File: src/design/lltd_pkg.sv
// ----------------------------------------------------------------------------
// lltd_pkg
// shared widths, codes and parameter defaults of the least-loaded dispatcher
// ----------------------------------------------------------------------------
package lltd_pkg;

	// parameter defaults
	localparam int MAX_WORKERS_DEF = 8;
	localparam int COUNT_BITS_DEF  = 8;

	// fixed field widths
	localparam int CMD_W    = 1;
	localparam int DONE_W   = 3;
	localparam int TAG_W    = 16;
	localparam int STATUS_W = 3;
	localparam int WORKER_W = 3;
	localparam int LOAD_W   = 8;
	localparam int WIU_W    = 4;
	localparam int LIMIT_W  = 8;

	// stream payload widths, padded to whole bytes
	localparam int S_DATA_W = 24;
	localparam int M_DATA_W = 32;

	// configuration port
	localparam int CFG_IDX_W  = 2;
	localparam int CFG_DATA_W = 8;

	localparam logic [CFG_IDX_W-1:0] REG_WORKERS_IN_USE   = 2'd0;
	localparam logic [CFG_IDX_W-1:0] REG_DISPATCH_LIMIT   = 2'd1;
	localparam logic [CFG_IDX_W-1:0] REG_ROUND_ROBIN_MODE = 2'd2;

	localparam logic [WIU_W-1:0] WIU_RESET = 4'd8;

	// request kinds
	localparam logic [CMD_W-1:0] CMD_DISPATCH = 1'b0;
	localparam logic [CMD_W-1:0] CMD_COMPLETE = 1'b1;

	// result status codes
	localparam logic [STATUS_W-1:0] ST_DISPATCHED = 3'd0;
	localparam logic [STATUS_W-1:0] ST_RETRY      = 3'd1;
	localparam logic [STATUS_W-1:0] ST_DONE_OK    = 3'd2;
	localparam logic [STATUS_W-1:0] ST_DONE_ERR   = 3'd3;
	localparam logic [STATUS_W-1:0] ST_FULL       = 3'd4;

endpackage

File: src/design/least_loaded_task_dispatcher.sv
// ----------------------------------------------------------------------------
// least_loaded_task_dispatcher
// join-shortest-queue dispatch over a pool of workers with pending counters
// ----------------------------------------------------------------------------
// usage
//  - s_* stream: one request per handshake; s_tuser says dispatch (0) or
//    completion (1), s_tdata carries the finished worker and the task tag
//  - m_* stream: exactly one result per request, status in m_tuser
//  - cfg_*: register writes (worker count, dispatch limit, round-robin mode),
//    always ready, to be written only while the block is idle
// timing
//  - a dispatch scans the workers in use through one shared compare unit fed
//    from the counter memory, one worker a cycle, set by the one read port of
//    the memory; an idle worker ends the scan early
//  - a completion reads its counter at accept and registers its result from S_CRD
//  - one request at a time; s_tready is high only while idle, until the result
//    of the previous request has been registered
// reset
//  - all counters read as zero (per-worker valid bits), pointer at worker 0,
//    registers at eight workers, no limit, round robin off
// back-pressure
//  - the result register holds while m_tready is low; a new request may still
//    be taken, and its result waits until the register frees
// ----------------------------------------------------------------------------
module least_loaded_task_dispatcher #(
	parameter int MAX_WORKERS = lltd_pkg::MAX_WORKERS_DEF,
	parameter int COUNT_BITS  = lltd_pkg::COUNT_BITS_DEF
) (
	input  logic                            clk,
	input  logic                            arst_n,
	// request stream
	input  logic                            s_tvalid,
	output logic                            s_tready,
	input  logic [lltd_pkg::S_DATA_W-1:0]   s_tdata,   // done_worker[2:0], task_tag[18:3]
	input  logic [lltd_pkg::CMD_W-1:0]      s_tuser,   // cmd[0]
	// result stream
	output logic                            m_tvalid,
	input  logic                            m_tready,
	output logic [lltd_pkg::M_DATA_W-1:0]   m_tdata,   // worker[2:0], tag_out[18:3], load_after[26:19]
	output logic [lltd_pkg::STATUS_W-1:0]   m_tuser,   // status[2:0]
	// configuration writes
	input  logic                            cfg_valid,
	output logic                            cfg_ready,
	input  logic [lltd_pkg::CFG_IDX_W-1:0]  cfg_index,
	input  logic [lltd_pkg::CFG_DATA_W-1:0] cfg_data
);

	localparam int IdxW  = (MAX_WORKERS > 1) ? $clog2(MAX_WORKERS) : 1;
	localparam int NW    = $clog2(MAX_WORKERS + 1);
	// common width for worker count and index compares
	localparam int CmpW  = (NW > lltd_pkg::WIU_W) ? NW : lltd_pkg::WIU_W;
	// common width for count versus limit compares
	localparam int LimW  = (COUNT_BITS > lltd_pkg::LIMIT_W) ? COUNT_BITS : lltd_pkg::LIMIT_W;

	// sequencer states
	localparam logic [1:0] S_IDLE = 2'd0;  // waiting for a request
	localparam logic [1:0] S_CRD  = 2'd1;  // completion: count read back
	localparam logic [1:0] S_SCAN = 2'd2;  // dispatch: one worker a cycle
	localparam logic [1:0] S_DEC  = 2'd3;  // dispatch: decide and update

	logic [1:0]                      state_q;

	// configuration registers
	logic [lltd_pkg::WIU_W-1:0]      wiu_q;
	logic [lltd_pkg::LIMIT_W-1:0]    limit_q;
	logic                            rr_q;

	// scan state
	logic [IdxW-1:0]                 ptr_q;
	logic [IdxW-1:0]                 idx_q;
	logic [NW-1:0]                   iss_q;
	logic                            cmp_vld_s1;
	logic [IdxW-1:0]                 cmp_idx_s1;
	logic                            have_best_q;
	logic [IdxW-1:0]                 best_q;
	logic [COUNT_BITS-1:0]           best_cnt_q;

	// request fields held for the duration of the work
	logic [lltd_pkg::TAG_W-1:0]      tag_q;
	logic [lltd_pkg::DONE_W-1:0]     done_q;
	logic                            done_bad_q;

	// pending counter memory, valid bits make unwritten entries read zero
	logic [COUNT_BITS-1:0]           mem_q [MAX_WORKERS];
	logic [MAX_WORKERS-1:0]          vld_q;
	logic [COUNT_BITS-1:0]           rd_data_q;
	logic                            rd_vld_q;

	// result register
	logic                            out_valid_q;
	logic [lltd_pkg::STATUS_W-1:0]   out_status_q;
	logic [lltd_pkg::WORKER_W-1:0]   out_worker_q;
	logic [lltd_pkg::TAG_W-1:0]      out_tag_q;
	logic [lltd_pkg::LOAD_W-1:0]     out_load_q;

	// combinational
	logic                            s_acc;
	logic [lltd_pkg::DONE_W-1:0]     in_done;
	logic [lltd_pkg::TAG_W-1:0]      in_tag;
	logic [CmpW-1:0]                 n_act;
	logic [IdxW-1:0]                 start_idx;
	logic [IdxW-1:0]                 start_nxt;
	logic [IdxW-1:0]                 idx_nxt;
	logic                            in_done_bad;
	logic [IdxW-1:0]                 rd_addr;
	logic [COUNT_BITS-1:0]           cnt_rd;
	logic                            cmp_zero;
	logic                            cmp_better;
	logic                            scan_end;
	logic                            issue;
	logic                            out_free;
	logic                            fin;
	logic                            wr_en;
	logic [IdxW-1:0]                 wr_addr;
	logic [COUNT_BITS-1:0]           wr_data;
	logic [lltd_pkg::STATUS_W-1:0]   res_status;
	logic [lltd_pkg::WORKER_W-1:0]   res_worker;
	logic [lltd_pkg::TAG_W-1:0]      res_tag;
	logic [lltd_pkg::LOAD_W-1:0]     res_load;
	logic                            lim_hit;
	logic                            cnt_full;
	logic                            c_bad;

	assign s_tready  = (state_q == S_IDLE);
	assign s_acc     = s_tvalid && s_tready;
	assign in_done   = s_tdata[lltd_pkg::DONE_W-1:0];
	assign in_tag    = s_tdata[lltd_pkg::DONE_W +: lltd_pkg::TAG_W];
	assign cfg_ready = 1'b1;

	assign m_tvalid = out_valid_q;
	assign m_tuser  = out_status_q;
	assign m_tdata  = {{(lltd_pkg::M_DATA_W - lltd_pkg::WORKER_W - lltd_pkg::TAG_W
		- lltd_pkg::LOAD_W){1'b0}}, out_load_q, out_tag_q, out_worker_q};

	assign out_free = !out_valid_q || m_tready;
	assign cnt_rd   = rd_vld_q ? rd_data_q : '0;

	always_comb begin
		// workers in use, zero acts as one, clamped to the pool size
		if (wiu_q == '0) begin
			n_act = CmpW'(1);
		end else if (CmpW'(wiu_q) > CmpW'(MAX_WORKERS)) begin
			n_act = CmpW'(MAX_WORKERS);
		end else begin
			n_act = CmpW'(wiu_q);
		end

		// scan start, the round-robin pointer or else worker zero; a stale pointer falls back to worker zero
		if (rr_q && (CmpW'(ptr_q) < n_act)) begin
			start_idx = ptr_q;
		end else begin
			start_idx = '0;
		end
		start_nxt = ((CmpW'(start_idx) + CmpW'(1)) >= n_act) ? '0 : start_idx + 1'b1;
		idx_nxt   = ((CmpW'(idx_q) + CmpW'(1)) == n_act) ? '0 : idx_q + 1'b1;

		in_done_bad = (CmpW'(in_done) >= n_act);

		// shared compare unit
		cmp_zero   = cmp_vld_s1 && (cnt_rd == '0);
		cmp_better = cmp_vld_s1 && (!have_best_q || (cnt_rd < best_cnt_q));
		scan_end   = cmp_zero || (cmp_vld_s1 && (CmpW'(iss_q) == n_act));
		issue      = (CmpW'(iss_q) < n_act) && !cmp_zero;

		// memory read address
		unique case (state_q)
			S_IDLE:  rd_addr = IdxW'(in_done);
			S_CRD:   rd_addr = IdxW'(done_q);
			default: rd_addr = idx_q;
		endcase

		// dispatch decision
		lim_hit  = (limit_q != '0) && (LimW'(best_cnt_q) >= LimW'(limit_q));
		cnt_full = &best_cnt_q;
		// completion check
		c_bad    = done_bad_q || (cnt_rd == '0);

		fin        = 1'b0;
		wr_en      = 1'b0;
		wr_addr    = best_q;
		wr_data    = best_cnt_q + 1'b1;
		res_status = lltd_pkg::ST_DISPATCHED;
		res_worker = lltd_pkg::WORKER_W'(best_q);
		res_tag    = tag_q;
		res_load   = lltd_pkg::LOAD_W'(best_cnt_q + 1'b1);

		unique case (state_q)
			S_CRD: begin
				fin        = out_free;
				res_worker = done_q;
				res_tag    = '0;
				wr_addr    = IdxW'(done_q);
				wr_data    = cnt_rd - 1'b1;
				if (c_bad) begin
					res_status = lltd_pkg::ST_DONE_ERR;
					res_load   = '0;
				end else begin
					res_status = lltd_pkg::ST_DONE_OK;
					res_load   = lltd_pkg::LOAD_W'(cnt_rd - 1'b1);
					wr_en      = out_free;
				end
			end
			S_DEC: begin
				fin = out_free;
				if (lim_hit) begin
					// every worker at or above the limit: retry, no counter changes
					res_status = lltd_pkg::ST_RETRY;
					res_load   = lltd_pkg::LOAD_W'(best_cnt_q);
				end else if (cnt_full) begin
					res_status = lltd_pkg::ST_FULL;
					res_load   = lltd_pkg::LOAD_W'(best_cnt_q);
				end else begin
					wr_en = out_free;
				end
			end
			default: begin
			end
		endcase
	end

	// counter memory with registered read
	always_ff @(posedge clk) begin
		if (wr_en) begin
			mem_q[wr_addr] <= wr_data;
		end
		rd_data_q <= mem_q[rd_addr];
		rd_vld_q  <= vld_q[rd_addr];
	end

	// configuration registers
	always_ff @(posedge clk or negedge arst_n) begin
		if (!arst_n) begin
			wiu_q   <= lltd_pkg::WIU_RESET;
			limit_q <= '0;
			rr_q    <= 1'b0;
		end else if (cfg_valid && cfg_ready) begin
			unique case (cfg_index)
				lltd_pkg::REG_WORKERS_IN_USE:   wiu_q   <= cfg_data[lltd_pkg::WIU_W-1:0];
				lltd_pkg::REG_DISPATCH_LIMIT:   limit_q <= cfg_data[lltd_pkg::LIMIT_W-1:0];
				lltd_pkg::REG_ROUND_ROBIN_MODE: rr_q    <= cfg_data[0];
				default: begin
				end
			endcase
		end
	end

	// sequencer and scan control
	always_ff @(posedge clk or negedge arst_n) begin
		if (!arst_n) begin
			state_q     <= S_IDLE;
			ptr_q       <= '0;
			idx_q       <= '0;
			iss_q       <= '0;
			cmp_vld_s1  <= 1'b0;
			cmp_idx_s1  <= '0;
			have_best_q <= 1'b0;
			vld_q       <= '0;
			out_valid_q <= 1'b0;
		end else begin
			if (wr_en) begin
				vld_q[wr_addr] <= 1'b1;
			end

			// result register
			if (fin) begin
				out_valid_q <= 1'b1;
			end else if (m_tready) begin
				out_valid_q <= 1'b0;
			end

			unique case (state_q)
				S_IDLE: begin
					cmp_vld_s1  <= 1'b0;
					have_best_q <= 1'b0;
					iss_q       <= '0;
					if (s_acc) begin
						if (s_tuser == lltd_pkg::CMD_COMPLETE) begin
							state_q <= S_CRD;
						end else begin
							state_q <= S_SCAN;
							idx_q   <= start_idx;
							if (rr_q) begin
								ptr_q <= start_nxt;
							end
						end
					end
				end
				S_CRD: begin
					if (fin) begin
						state_q <= S_IDLE;
					end
				end
				S_SCAN: begin
					if (cmp_better) begin
						have_best_q <= 1'b1;
					end
					// no issue in the last compare cycle, so the stage empties
					cmp_vld_s1 <= issue;
					if (issue) begin
						cmp_idx_s1 <= idx_q;
						idx_q      <= idx_nxt;
						iss_q      <= iss_q + 1'b1;
					end
					if (scan_end) begin
						state_q <= S_DEC;
					end
				end
				S_DEC: begin
					if (fin) begin
						state_q <= S_IDLE;
					end
				end
				default: state_q <= S_IDLE;
			endcase
		end
	end

	// payload registers
	always_ff @(posedge clk) begin
		if (s_acc) begin
			tag_q      <= in_tag;
			done_q     <= in_done;
			done_bad_q <= in_done_bad;
		end
		if ((state_q == S_SCAN) && cmp_better) begin
			best_q     <= cmp_idx_s1;
			best_cnt_q <= cnt_rd;
		end
		if (fin) begin
			out_status_q <= res_status;
			out_worker_q <= res_worker;
			out_tag_q    <= res_tag;
			out_load_q   <= res_load;
		end
	end

endmodule
File: config.mk
export PLATFORM = sky130hd
export DESIGN_NAME = least_loaded_task_dispatcher
export DESIGN_NICKNAME = d
export VERILOG_FILES = /design/src/design/lltd_pkg.sv /design/src/design/least_loaded_task_dispatcher.sv
export SDC_FILE = /design/constraint.sdc
export NUM_CORES = 1
export LEC_CHECK = 0
export ABC_AREA = 1
export BUFFER_PORTS_ARGS = -buffer_cell sky130_fd_sc_hd__clkbuf_2
export CAP_MARGIN = 10
export CORE_MARGIN = 2
export CORE_UTILIZATION = 35
export CTS_CLUSTER_DIAMETER = 40
export DETAILED_ROUTE_END_ITERATION = 16
export PLACE_DENSITY_LB_ADDON = 0.12
export SETUP_SLACK_MARGIN = 0.2
export SLEW_MARGIN = 30
export SYNTH_ARGS = -nofsm -noshare
export SYNTH_HDL_FRONTEND = slang
export SYNTH_SLANG_ARGS = --single-unit
File: constraint.sdc
create_clock -name clk -period 4 [get_ports clk]
set_input_delay 0.2 -clock clk [delete_from_list [all_inputs] [get_ports clk]]
set_output_delay 0.2 -clock clk [all_outputs]
set_load 0.1 [all_outputs]
==> flow_summary.ini, run 1 <==
[power]
power_density_mw_per_mm2 = 809
finalPower_mw = 7.91
vdd_ir_drop_max_uv = 344
leakagePower_nw = 4.40

[synth]
synth_top_family_by_area = simple AND/OR/NAND/NOR gates
synth_area_leader_cell = edfxtp_1
syn_inst = 852
synth-simple-area-share_pct = 17.7
synth_compound_gate_area_share_pct = 8.96
synthDominantCellAreaShare_pct = 44.8
yosysUniqueCellTypes = 50
synth.area.mux_share_pct = 0.269
synth-xor-area-share_pct = 0.732
ys_top_cells_by_count = nand2_1, inv_1, edfxtp_1, nor2_1, nand3_1
ys_seq_area_share_pct = 58.6
yosysWarnings = 0
ys_async_sr_fraction_pct = 22.5
synth_area_leaders = edfxtp_1, dfrtp_1, nand2_1, inv_1, ha_1
synth_ff_type = edfxtp_1
avgSynthCellArea_um2 = 9.83
yosysMostFrequentCell = nand2_1
ys_ff_latch = 173
synth_adder_area_share_pct = 5.08
synth-edff-count = 125
synth_area_mm2 = 0.00838

[worst_setup_path]
worstSetupEndpoint = ptr_q[2]$_DFFE_PN0P_
cp_data_required_time_ns = 4.37
worst_path_largest_cell_delay_ns = 0.58
r2r_cells = 17
cp_cell_sequence = clkinv_1 -> nand2_1 -> ha_1 -> nand2_1 -> nand2_1 -> a21oi_1 -> nand3_1 -> inv_1 -> ha_1 -> nand4_1 -> and2_1 -> ha_1 -> o21ai_0 -> a21boi_0 -> nor3_1 -> nand3_1 -> nand2_1
cp-start-kind = flip-flop
rrSetupSlack_ns = 0.65
setup.worst_path.start = wiu_q[3]$_DFFE_PN1P_
r2r-start = wiu_q[3]$_DFFE_PN1P_
worstPathArrival_ns = 3.72
slowest_stage = dfstp_2
r2r_end = ptr_q[2]$_DFFE_PN0P_
endpoint_kind = flip-flop
cp_max_fo = 10
criticalPathCategory = reg2reg
crit_top_cell = nand2_1

[layout]
layout-drive-gt1-share_pct = 13.3
nets = 1011
diodes = 0
nFillCells = 2309
area_growth_pct = 16.8

[routing]
drc_errors = 0
vias = 5818
drt_iter0_drc = 322
vias_per_cell = 4.58
drt_wl_total_um = 19000
wl_per_cell_um = 15.0
firstDrtPassIters = 4
final_antenna_net_count = 0

[sta]
worst_hold_slack_ns = 0.0135
post-route-worst-setup-slack_ns = 0.649
skew_ns = 0.0102
finalSetupViolations = 0
maxSlewViolCount = 0
rsz0062_at_grt = no
hold_viol = 0
relSlewSlack_pct = 41.2
fin_tns_setup_ns = 0
fin_crit_sh_pct = 83.8
fin_crit_ns = 3.35
fmax_ghz = 0.298
worst_pin_slew_ns = 0.882

[global_route]
grt_pass1_vias = 5502
grt_pass1_wl_um = 30900
grt_max_degree = 58
antenna_found_initial = 0
grt.overflow.total = 0
grt_usage_pct = 15.7

[die]
initial_core_util_pct = 35.7
rows = 56
die_area_mm2 = 0.0252
die-width_um = 159
ioPinCount = 78
coreArea_mm2 = 0.0235
dieHeight_um = 159

[outcome]
status = complete, no violations

[clocking]
cts_made_buffers = 17
cts_tree = yes
cts-root-buf = clkbuf_16
clock_sinks = 173
cts_buffer_depth = 2
clk_pin_slew_ns = 0.07
htree_levels = 4
clk_latency_ns = 0.43

[min_path]
min-delay-path-class = in2reg

[job]
cap_violations = 0

[placement]
io_buffers = 66
dp_hpwl_um = 13300
routabilityCongestion = 0.802
dp_slack_ns = 0.661
cell type report:
class	count	area (um^2)	share of cell area, %
flip-flops and latches	173	4910	50.2
clock buffers	18	429	4.39
inverters	144	541	5.53
multi-input cells	514	2780	28.4
clock inverters	14	168	1.71
repair buffers	87	556	5.68
well taps	319	399	4.08
sequential cells by signal (all words and copies together) (netlist names), 2 cells and up:
signal and flops:
limit_q 8, best_cnt_q 8, state_q 2, iss_q 4
out_load_q 8, rd_data_q 8, out_tag_q 16, out_worker_q 3
ptr_q 3, vld_q 8, best_q 3, cmp_idx_s1 3
done_q 3, idx_q 3, wiu_q 4, mem_q 64
m_tuser 3, tag_q 16
through the flow:
step / util, % / cells / area (um^2)
after global routing: 41.7 / 1269 / 9780
after detailed placement: 38.2 / 1218 / 8970
after global placement: 38.2 / 1218 / 8970
after floorplan: - / 856 / 8390
final: 41.7 / 1269 / 9780
after CTS: 41.5 / 1268 / 9750
logic make-up after synthesis:
logic type               after synthesis
multiplexers                           2
flip-flops                           173
AO/OA/AOI/OAI                        119
adder cells (fa/ha/maj)               34
buffers and inverters                169
other                                  2
XOR/XNOR                               7
AND/OR/NAND/NOR                      346
report_power, final:
part           internal, mW  switching [mW]
Combinational         0.865            2.64
Sequential             2.52           0.208
Clock                 0.983           0.699
metal layers:
layer  global-route usage, %  share of wire [%]  wire [um]
met1                    21.5                 50       9400
met3                    2.90                2.7        518
met2                    25.3                 46       8820
met4                    5.05                1.2        234
met5                       0                  0          0
worst min-delay path by stage:
stage	slack [ns]	endpoint	from	cells past startpoint
finish	0.01	limit_q[4]$_DFFE_PN0P_	cfg_data[4]	3
global route	0.01	limit_q[4]$_DFFE_PN0P_	cfg_data[4]	3
CTS	0.001	limit_q[4]$_DFFE_PN0P_	cfg_data[4]	3
detailed placement	0.27	ptr_q[1]$_DFFE_PN0P_	arst_n	1
global placement	0.38	tag_q[5]$_DFFE_PP_	s_tdata[8]	1
floorplan	-0.1	cmp_idx_s1[0]$_DFFE_PN0P_	arst_n	0
what timing repair did:
| action | CTS | global route |
|---|---|---|
| endpoints found under the hold margin | 55 | 0 |
| gates resized for setup | 0 | 0 |
| hold buffers | 18 | 0 |
| buffers inserted | 0 | 0 |
cells in the final DEF (no fill, tap or decap), types with 3 or more instances in the layout:
| cell type | synthesis | routed |
|---|---|---|
| nand2_1 | 174 | 174 |
| inv_1 | 137 | 137 |
| edfxtp_1 | 125 | 125 |
| nor2_1 | 79 | 77 |
| clkbuf_2 | 0 | 65 |
| nand3_1 | 53 | 53 |
| dfrtp_1 | 38 | 38 |
| o21ai_0 | 39 | 36 |
| ha_1 | 34 | 34 |
| o211ai_1 | 27 | 27 |
| a21oi_1 | 19 | 19 |
| dlygate4sd3_1 | 0 | 18 |
| clkbuf_16 | 0 | 17 |
| o21ai_1 | 12 | 15 |
| nand4_1 | 11 | 11 |
| dfxtp_1 | 9 | 9 |
| or2_1 | 8 | 8 |
| xor2_1 | 6 | 6 |
| conb_1 | 2 | 6 |
| a21boi_0 | 5 | 5 |
| nor2_2 | 4 | 5 |
| nor3_1 | 5 | 5 |
| inv_2 | 5 | 5 |
| o21bai_1 | 4 | 4 |
| clkinv_1 | 2 | 4 |
| o21a_1 | 3 | 3 |
| bufinv_16 | 0 | 3 |
| clkinvlp_4 | 0 | 3 |
critical path: cells and delay by family (launching register included):
family / cells / cell delay, ns
flip-flops: 1 / 0.58
buffers and inverters: 2 / 0.36
adder cells (fa/ha/maj): 3 / 0.70
AND/OR/NAND/NOR: 9 / 1.34
AO/OA/AOI/OAI: 3 / 0.33
No activity file was read; power rests on OpenSTA's default activity.
==> run 2, diff against run 1 <==
==> constraint.sdc (replaced) <==
create_clock -name clk -period 3.2 [get_ports clk]
set_input_delay 0.16 -clock clk [delete_from_list [all_inputs] [get_ports clk]]
set_output_delay 0.16 -clock clk [all_outputs]
set_load 0.1 [all_outputs]
==> run 2 against run 1 <==
Count of clock-buffer cells in the layout increased by 9. Sequential power is 25% higher. First-iteration DRC count grew 11%. Critical path depth is the same. Cell count increased by 2.0%. Die area unchanged. Critical endpoint unchanged. Largest cell class unchanged. Highest routed layer unchanged.
==> flow_summary.ini, run 2 (synthesis gave the netlist of run 1 again) <==
[sta]
skew_ns = 0.0102
hold_viol = 0
fin_crit_ns = 2.74
post-route-worst-setup-slack_ns = 0.458
finalSetupViolations = 0
rsz0062_at_grt = no
worst_pin_slew_ns = 0.855
maxSlewViolCount = 0
fin_tns_setup_ns = 0
relSlewSlack_pct = 42.9
fmax_ghz = 0.365
fin_crit_sh_pct = 85.7

[worst_setup_path]
cp_data_required_time_ns = 3.56
cp_max_fo = 5
worstPathArrival_ns = 3.11
r2r_cells = 17
worstSetupEndpoint = ptr_q[2]$_DFFE_PN0P_
endpoint_kind = flip-flop
setup.worst_path.start = wiu_q[3]$_DFFE_PN1P_
r2r_end = ptr_q[2]$_DFFE_PN0P_
cp-start-kind = flip-flop
rrSetupSlack_ns = 0.46
criticalPathCategory = reg2reg
r2r-start = wiu_q[3]$_DFFE_PN1P_

[placement]
dp.cells = 1231
routabilityCongestion = 0.835
dp_hpwl_um = 13600
placed_cell_area_mm2 = 0.00907
dp_slack_ns = 0.227
io_buffers = 66

[layout]
largestRegisters = mem_q (64), out_tag_q (16), tag_q (16)
final_area_mm2 = 0.00993
diodes = 0
layout-drive-gt1-share_pct = 14.6
nets = 1036
utilization_pct = 42.3
final_cell_mix = nand2_1, inv_1, edfxtp_1
fin_cells = 1294
regMostFlops = mem_q
largest_reg_flops = 64
final_common_cell = nand2_1
area_growth_pct = 18.6

[die]
rows = 56
dieHeight_um = 159
die_area_mm2 = 0.0252
ioPinCount = 78
initial_core_util_pct = 35.7
die-width_um = 159
coreArea_mm2 = 0.0235

[routing]
drt_wl_total_um = 19100
drt_iter0_drc = 359
firstDrtPassIters = 4
wl_per_cell_um = 14.8
vias = 5859
drc_errors = 0
vias_per_cell = 4.53
final_antenna_net_count = 0

[clocking]
cts_made_buffers = 17
cts-root-buf = clkbuf_16
clock_sinks = 173
clk_pin_slew_ns = 0.07
cts_buffer_depth = 2
cts_tree = yes
clk_latency_ns = 0.42
htree_levels = 4

[min_path]
min-delay-path-class = in2reg
worstHoldPathCells = 3

[power]
power.switching_mw = 4.41
swShare_pct = 44.8
power_frac_comb_pct = 45.8
power_density_mw_per_mm2 = 990
vdd_ir_drop_max_uv = 470
p_clk_share_pct = 19.7
intPower_mw = 5.42
seqPwrFrac_pct = 34.5
leakagePower_nw = 4.49

[global_route]
grt_usage_pct = 15.9
grt_max_degree = 40
grt_pass1_vias = 5786
antenna_found_initial = 0
grt.overflow.total = 0
grt_pass1_wl_um = 31300

[job]
cap_violations = 0

[outcome]
status = complete, no violations
run 2: cell types whose count changed in the layout (fill, tap and decap cells not counted), sizes merged:
cell         delta
clkinv          -3
buf            +17
inv             -1
clkinvlp        -2
clkbuf          +9
bufinv          -3
dlygate4sd3     +8
run 2: layout make-up:
type,instances,area [um^2]
fillers,2331,13500
flip-flops and latches,173,4910
multi-input cells,514,2790
repair buffers,112,743
inverters,144,544
clock buffers,27,515
well taps,319,399
clock inverters,5,31.3
run 2: power groups by stage:
stage | sequential [mW] | combinational (mW) | clock [mW]
after floorplan | 4.30 | 2.57 | 0
after global placement | 3.45 | 4.48 | 0
after detailed placement | 3.45 | 4.50 | 0
after CTS | 3.41 | 4.54 | 1.99
after global routing | 3.45 | 5.05 | 2.07
final | 3.40 | 4.50 | 1.94
run 2: critical path, cell delays in order, from the launching register on:
cell        delay (ns)
dfstp_2           0.56
clkinvlp_4        0.12
buf_4             0.15
buf_4             0.15
nand3_1           0.07
nand2_1           0.05
nand2_1           0.09
nand2_1           0.08
nand4_1           0.11
inv_1             0.07
ha_1              0.29
ha_1              0.27
a21boi_0          0.11
o21ai_0           0.14
a21boi_1          0.09
nor3_2            0.16
nand3_1           0.11
nand2_1           0.07
run 2: worst min path at each step:
stage	from	endpoint	slack, ns
finish	cfg_data[0]	wiu_q[0]$_DFFE_PN0P_	0.04
floorplan	arst_n	cmp_idx_s1[0]$_DFFE_PN0P_	-0.14
global route	s_tdata[1]	done_q[1]$_DFFE_PP_	0.07
CTS	cfg_data[0]	limit_q[0]$_DFFE_PN0P_	0.03
global placement	s_tdata[8]	tag_q[5]$_DFFE_PP_	0.34
detailed placement	arst_n	ptr_q[1]$_DFFE_PN0P_	0.22
run 2: stage by stage:
step | power [mW] | hold WS, ns
3_5_place_dp | 7.96 | 0.225
2_1_floorplan | 6.87 | -0.136
6_report | 9.83 | 0.0403
4_1_cts | 9.94 | 0.0297
5_1_grt | 10.6 | 0.0656
3_3_place_gp | 7.93 | 0.338
run 2: timing repair:
item	in CTS	in global routing
gates cloned	0	0
hold buffers	26	0
endpoints found under the hold margin	64	0
pin swaps	1	1
gates resized for setup	1	5
setup buffers	0	5
endpoints found under the setup margin	1	3
run 2: layer usage:
layer,routed length [um],GRT usage [%]
met2,8970,26.3
met4,177,4.34
met1,9220,21.4
met3,725,3.27
met5,0,0
